**src/rtl/assert_macros.svh**
```systemverilog
// Assertion macros shared by the RTL of the disc pair collision block.
// No dependencies; define NO_ASSERTIONS to compile the checks out.
`ifndef ASSERT_MACROS_SVH
`define ASSERT_MACROS_SVH
`ifndef NO_ASSERTIONS
`define ASSERT_ALWAYS(label, clk, rst_n, cond) \
    label: assert property (@(posedge clk) disable iff (!rst_n) (cond)) \
        else $error("assertion failed");
`define ASSERT_IMPLY(label, clk, rst_n, ante, cons) \
    label: assert property (@(posedge clk) disable iff (!rst_n) (ante) |-> (cons)) \
        else $error("assertion failed");
`else
`define ASSERT_ALWAYS(label, clk, rst_n, cond)
`define ASSERT_IMPLY(label, clk, rst_n, ante, cons)
`endif
`endif

```
**src/rtl/dpcr_pkg.sv**
```systemverilog
// Types, constants and helper functions of the disc pair collision block.
// Used by every module under rtl; depends on nothing.
package dpcr_pkg;

    localparam int FRAC_BITS = 16;
    localparam int POS_W     = 32;
    localparam int RAD_W     = 24;
    localparam int RSUM_W    = RAD_W + 1;
    localparam int MAG_W     = 25;
    localparam int SQ_W      = 2 * MAG_W;
    localparam int DSQ_W     = SQ_W + 1;
    localparam int DIST_W    = 26;
    localparam int QUO_W     = FRAC_BITS + 1;
    localparam int DAMP_W    = 17;

    localparam int QDEPTH = 4;
    localparam int QPTR_W = $clog2(QDEPTH);
    localparam int QCNT_W = $clog2(QDEPTH + 1);

    localparam int MIN_DIST_RAW = ((1 << FRAC_BITS) + 5000) / 10000;
    localparam int MIN_DIST     = (MIN_DIST_RAW == 0) ? 1 : MIN_DIST_RAW;
    localparam int FAR_LIMIT    = 33554432;

    localparam logic [DAMP_W-1:0] DAMP_ONE   = 17'd65536;
    localparam logic [DAMP_W-1:0] DAMP_RESET = 17'd52429;

    typedef struct packed {
        logic signed [POS_W-1:0] p1x;
        logic signed [POS_W-1:0] p1y;
        logic signed [POS_W-1:0] v1x;
        logic signed [POS_W-1:0] v1y;
        logic        [RAD_W-1:0] r1;
        logic signed [POS_W-1:0] p2x;
        logic signed [POS_W-1:0] p2y;
        logic signed [POS_W-1:0] v2x;
        logic signed [POS_W-1:0] v2y;
        logic        [RAD_W-1:0] r2;
    } dpcr_pair_t;

    typedef struct packed {
        dpcr_pair_t          pair;
        logic                hit;
        logic [RSUM_W-1:0]   rsum;
        logic                dx_neg;
        logic                dy_neg;
        logic [MAG_W-1:0]    ax;
        logic [MAG_W-1:0]    ay;
    } dpcr_item_t;

    typedef struct packed {
        dpcr_item_t        item;
        logic [DSQ_W-1:0]  dsq;
    } dpcr_qent_t;

    typedef struct packed {
        logic [QCNT_W-1:0] count;
        logic              full;
        logic              empty;
    } dpcr_qstat_t;

    typedef struct packed {
        dpcr_item_t         item;
        logic [DIST_W-1:0]  dlen;
        logic [QUO_W-1:0]   qx;
        logic [QUO_W-1:0]   qy;
    } dpcr_norm_t;

    typedef struct packed {
        logic                    hit;
        logic signed [POS_W-1:0] p1x;
        logic signed [POS_W-1:0] p1y;
        logic signed [POS_W-1:0] v1x;
        logic signed [POS_W-1:0] v1y;
        logic signed [POS_W-1:0] p2x;
        logic signed [POS_W-1:0] p2y;
        logic signed [POS_W-1:0] v2x;
        logic signed [POS_W-1:0] v2y;
    } dpcr_res_t;

    // Arithmetic right shift that rounds toward zero.
    function automatic logic signed [63:0] shr_tz(input logic signed [63:0] v,
                                                  input int unsigned s);
        logic signed [63:0] m;
        begin
            m = -v;
            if (v < 0)
            begin
                shr_tz = -(m >>> s);
            end
            else
            begin
                shr_tz = v >>> s;
            end
        end
    endfunction

    function automatic logic signed [POS_W-1:0] sat32(input logic signed [63:0] v);
        begin
            if (v > 64'sd2147483647)
            begin
                sat32 = 32'sh7FFFFFFF;
            end
            else if (v < -64'sd2147483648)
            begin
                sat32 = 32'sh80000000;
            end
            else
            begin
                sat32 = v[POS_W-1:0];
            end
        end
    endfunction

endpackage

```
**src/rtl/dpcr_queue.sv**
```systemverilog
// Short transaction queue between the front end and the back end.
// Register-based FIFO; uses dpcr_pkg.
module dpcr_queue (
    input  logic                 clk,
    input  logic                 rst_n,
    input  logic                 push,
    input  dpcr_pkg::dpcr_qent_t push_data,
    input  logic                 pop,
    output dpcr_pkg::dpcr_qent_t pop_data,
    output dpcr_pkg::dpcr_qstat_t stat
);
    import dpcr_pkg::*;

    dpcr_qent_t          mem_reg [QDEPTH];
    logic [QPTR_W-1:0]   wr_ptr_reg;
    logic [QPTR_W-1:0]   rd_ptr_reg;
    logic [QCNT_W-1:0]   count_reg;
    logic [QCNT_W-1:0]   count_next;

    always_comb
    begin
        count_next = count_reg + QCNT_W'(push) - QCNT_W'(pop);
        stat.count = count_reg;
        stat.full  = (count_reg == QCNT_W'(QDEPTH));
        stat.empty = (count_reg == '0);
        pop_data   = mem_reg[rd_ptr_reg];
    end

    always_ff @(posedge clk or negedge rst_n)
    begin
        if (!rst_n)
        begin
            wr_ptr_reg <= '0;
            rd_ptr_reg <= '0;
            count_reg  <= '0;
        end
        else
        begin
            if (push)
            begin
                wr_ptr_reg <= wr_ptr_reg + 1'b1;
            end
            if (pop)
            begin
                rd_ptr_reg <= rd_ptr_reg + 1'b1;
            end
            count_reg <= count_next;
        end
    end

    always_ff @(posedge clk)
    begin
        if (push)
        begin
            mem_reg[wr_ptr_reg] <= push_data;
        end
    end

endmodule

```
**config.mk**
```make
export PLATFORM = sky130hd
export DESIGN_NAME = dpcr_queue
export DESIGN_NICKNAME = d
export VERILOG_FILES = /design/src/rtl/assert_macros.svh /design/src/rtl/dpcr_pkg.sv /design/src/rtl/dpcr_queue.sv
export SDC_FILE = /design/constraint.sdc
export NUM_CORES = 1
export LEC_CHECK = 0
export BUFFER_PORTS_ARGS = -buffer_cell sky130_fd_sc_hd__buf_4
export CORE_UTILIZATION = 45
export CTS_CLUSTER_SIZE = 20
export DETAILED_ROUTE_END_ITERATION = 8
export PLACE_DENSITY = 0.68
export SYNTH_ARGS = -nofsm -noshare
export SYNTH_HDL_FRONTEND = slang
export SYNTH_SLANG_ARGS = --single-unit
```
**constraint.sdc**
```tcl
create_clock -name clk -period 10.7 [get_ports clk]
set_clock_uncertainty 0.15 [all_clocks]
set_input_delay 0.535 -clock clk [delete_from_list [all_inputs] [get_ports clk]]
set_output_delay 0.535 -clock clk [all_outputs]
set_load 0.01 [all_outputs]
```
# After elaboration in Yosys (flattened, before gate mapping)
# Memory sizes are Yosys's and may differ from the RTL's.
# Index checks and enable logic that the tools add are counted.
[classes] addsub=4 n_reduce_logical=1 eq_ne=1 mux=2
[op_table] operator="adder 2 x 1 -> 2 bit (second input constant)" count=2
[op_table] operator="adder 3 x 1 -> 3 bit" count=1
[op_table] operator="equality test 3 bit (second input constant)" count=1
[op_table] operator="zero test 3 bit" count=1
[op_table] operator="subtractor 3 x 1 -> 3 bit" count=1
[op_table] operator="two-way mux 1 bit" count=2
[word_totals] input_bits=437 reg_bits=7 wordCells=12 mem_bits_rw=1732 out_inout_bits=438 memories=1
[mem_list] name="mem_reg" words=4 width=433 read_ports=1 rd_clocked_by_memory_dff=0 wr=1 line="dpcr_queue.sv:14" rtl="dpcr_qent_t mem_reg [QDEPTH];"

# Longest topological paths before layout
[depth] word_depth=2 depth_mapped=6 depth_no_buf=6

# Worst setup path after synthesis
# Ideal clock, no wire load.
[synth_path] path_kind="register to register" from="register wr_ptr_reg[0]" to="memory mem_reg[2][0] (netlist bit) (enable)" stages_incl_launch_ff=4 n_path_buf=0 t_arrival_ns=10.379 setup_time_ns=0.853 period_less_slack_ns=11.382 required_time_ns=9.697 setup_slack_ns=-0.682 path_cell_list="dfrtp_1 > inv_1 > ha_1 > and2_1"
[synth_rtl] item="from (decl)" line="dpcr_queue.sv:15" rtl="logic [QPTR_W-1:0] wr_ptr_reg;"
[synth_rtl] item="from (signal assigned)" line="dpcr_queue.sv:41" rtl="wr_ptr_reg <= wr_ptr_reg + 1'b1;"
[synth_rtl] item="to (decl)" line="dpcr_queue.sv:14"
# Straight into the memory's write port.

==> flow_summary.yaml <==
outcome:
  status: "completed"
global_route:
  grt-ovfl-total: 0
  grt_usage_pct: 19.5
  grt_start_max_net_pins: 151
  grt_pass1_wl_um: 203000
  antenna_found_initial: 20
  grt_pass1_vias: 31553
clock_network:
  clkSlewWorstSetupHoldPaths_ns: 0.06
  clockRootBuffer: "clkbuf_16"
  cts_tree: "yes"
  cts_resized: 0
  ctsLongestPathBuffers: 3
  htreeDepth: 4
  cts_sinks: 1739
  clk_latency_ns: 0.78
  post_cts_buffers: 0
  cts_made_buffers: 173
place:
  port_buffers: 874
  dp_hpwl_um: 83800
  place_congestion: 0.758
timing:
  finalSetupTns_ns: 0
  slew-limit-headroom_pct: 10.0
  min_period_ns: 5.16
  hold_viol: 0
  setup-violations-final: 0
  max_clock_freq_mhz: 194
  rsz0062_at_grt: "false"
  worst_pin_slew_ns: 1.35
  slew_violations: 0
  timing.final.crit_share_pct: 48.2
worst_hold_path:
  min-delay-start: "push_data[232]"
  holdCritPathClass: "input pin to register"
drt:
  routed_via_density: 5.27
  dr.pass1.iters: 5
  drt_iter0_markers: 2055
  drc: 0
  antenna_left: 0
  post_drt_wl_per_cell_um: 24.5
  vias: 29893
  finalWirelength_um: 139000
finish:
  area.growth.synth_to_final_pct: 29.3
  n_fill_cell: 9601
  largest_reg_flops: 1732
  final_nets: 4162
  layout-drive-gt1-share_pct: 41.1
synth:
  synth_cells: 2296
  synth-compound-area-share_pct: 0.00798
  synth_adder_area_share_pct: 0.152
  syn-num-nets: 2740
  ys_seq_area_share_pct: 83.2
  synthXorXnorAreaFrac_pct: 0.0698
  syn_area_per_cell_um2: 27.3
  yosys_register_bits: 1739
  synth_area_um2: 62700
  ys_warn_count: 0
  synthMuxAreaShare_pct: 15.5
  yosys.area_share.simple_pct: 0.0698
  synth_cell_types: 18
  synth_top_family_by_area: "multiplexers"
worst_setup_path:
  critical_path.reg2reg.startpoint: "wr_ptr_reg[0]"
  endpoint_kind: "output port"
  crit_required_ns: 10.02
  crit_start: "rd_ptr_reg[0]"
  cp_max_fo: 46
  path_class: "register to output port"
  crit_arrival_ns: 4.48
  start_kind: "register"
floorplanning:
  initial_core_util_pct: 45.5
  die_h_um: 375
  io_pins: 875
  coreArea_um2: 138000
  dieArea_um2: 141000
  placementRows: 136
  die_w_um: 375
pwr:
  swShare_pct: 29.2
  finalPower_mw: 21.9
  combPwrFrac_pct: 31.4
  clkPwrFrac_pct: 26.3
  ir_drop_v: 0.000242
  p_leak_nw: 27.7
  internal_power_mw: 15.5
  p_sw_mw: 6.39
  p_seq_share_pct: 42.3
  power_density_nw_per_um2: 269
job:
  drv_cap: 0
## repair_timing
item                                    in CTS  in global routing
hold endpoints to repair                  1744                  0
endpoints found under the setup margin       0                  0
hold buffers                               437                  0
## per-stage QoR
stage	instance area [um^2]	hold slack [ns]	std cells	utilization (%)	setup WS, ns
2_1_floorplan	62700	0.0894	2296	-	-0.598
3_3_place_gp	71300	0.216	4900	51.8	6.16
3_5_place_dp	71300	0.215	4900	51.8	6.12
4_1_cts	81100	0.248	5652	58.8	5.22
5_1_grt	81100	0.279	5666	58.9	5.10
6_report	81100	0.328	5672	58.9	5.54
## power groups by stage
| stage | Combinational (mW) | Clock, mW | Sequential, mW |
|---|---|---|---|
| floorplan | 3.83 | 0 | 9.58 |
| global placement | 6.82 | 0 | 9.34 |
| detailed placement | 6.82 | 0 | 9.39 |
| CTS | 6.99 | 5.87 | 9.26 |
| global route | 7.24 | 6.12 | 9.34 |
| finish | 6.87 | 5.74 | 9.24 |
## worst max-delay path, stage by stage, from the launching register on
cell     delay, ns
dfrtp_4       1.01
buf_4         0.79
buf_4         0.86
mux4_2        0.64
buf_4         0.18
## cells in the mapped netlist
| cell | count | area (um^2) |
|---|---|---|
| inv_1 | 6 | 22.5 |
| clkbuf_1 | 11 | 41.3 |
| buf_1 | 9 | 33.8 |
| dfrtp_1 | 7 | 175 |
| and2_1 | 4 | 25.0 |
| nand2_1 | 2 | 7.51 |
| edfxtp_1 | 1732 | 52000 |
| mux4_2 | 433 | 9750 |
| o21ai_0 | 1 | 5.00 |
| xnor2_1 | 2 | 17.5 |
| ha_1 | 6 | 75.1 |
| buf_4 | 9 | 67.6 |
| xor2_1 | 3 | 26.3 |
| fa_1 | 1 | 20.0 |
| buf_6 | 18 | 203 |
| and3_1 | 1 | 6.26 |
| nor3_1 | 1 | 5.00 |
| buf_2 | 50 | 250 |
## cells in the final DEF (no fill, tap or decap), types with 2 or more instances in the layout
cell type,n
inv_1,6
clkbuf_1,41
xnor2_1,2
clkinv_8,2
ha_1,6
clkbuf_16,176
and2_4,4
buf_4,898
edfxtp_1,1732
inv_6,5
dfrtp_1,5
bufinv_16,9
diode_2,20
buf_12,9
xor2_1,3
clkinv_2,34
clkinv_1,35
dfrtp_4,2
clkinv_16,2
mux4_2,433
clkinvlp_4,7
inv_16,2
dlygate4sd3_1,437
nand2_1,2
## layer usage
metal | part of all wire (%) | vias up | track usage, %
li1 | - | 12911 | -
met1 | 38 | 15691 | 24.3
met2 | 49 | 1036 | 31.7
met3 | 8.3 | 247 | 6.42
met4 | 3.7 | 8 | 8.01
met5 | 0.036 | - | 0
## final timing paths
check	slack, ns	depth (start not counted)	to
max	5.54	4	pop_data[155]
min	0.33	2	mem_reg[0][232]
max reg2reg	6.94	5	mem_reg[0][314]
min reg2reg	0.38	1	wr_ptr_reg[0]
max in group asynchronous	9.47	3	rd_ptr_reg[0]
min in group asynchronous	0.59	3	count_reg[1]
## logic make-up (layout without fill, tap and decap cells)
| kind of cell | after synthesis | count (layout) |
|---|---|---|
| AOI/OAI and AO/OA | 1 | 1 |
| xor gates and xnor gates | 5 | 5 |
| adders and majority gates | 7 | 7 |
| buffers and inverters | 103 | 1665 |
| DFF | 1739 | 1739 |
| muxes | 433 | 433 |
| other | 0 | 20 |
| and+or+nand+nor | 8 | 8 |
## area by class of cell
type                            count  area (um^2)  share of cell area, %
Multi-Input combinational cell    454         9950                   12.3
Timing Repair Buffer             1344        11300                   13.9
Inverter                            6         22.5                 0.0278
Tap cell                         1794         2240                   2.77
Antenna cell                       20         50.0                 0.0617
Clock inverter                     97          810                  0.998
Sequential cell                  1739        52200                   64.3
Clock buffer                      218         4570                   5.63
Note: power is estimated with default switching activity, not from simulation.
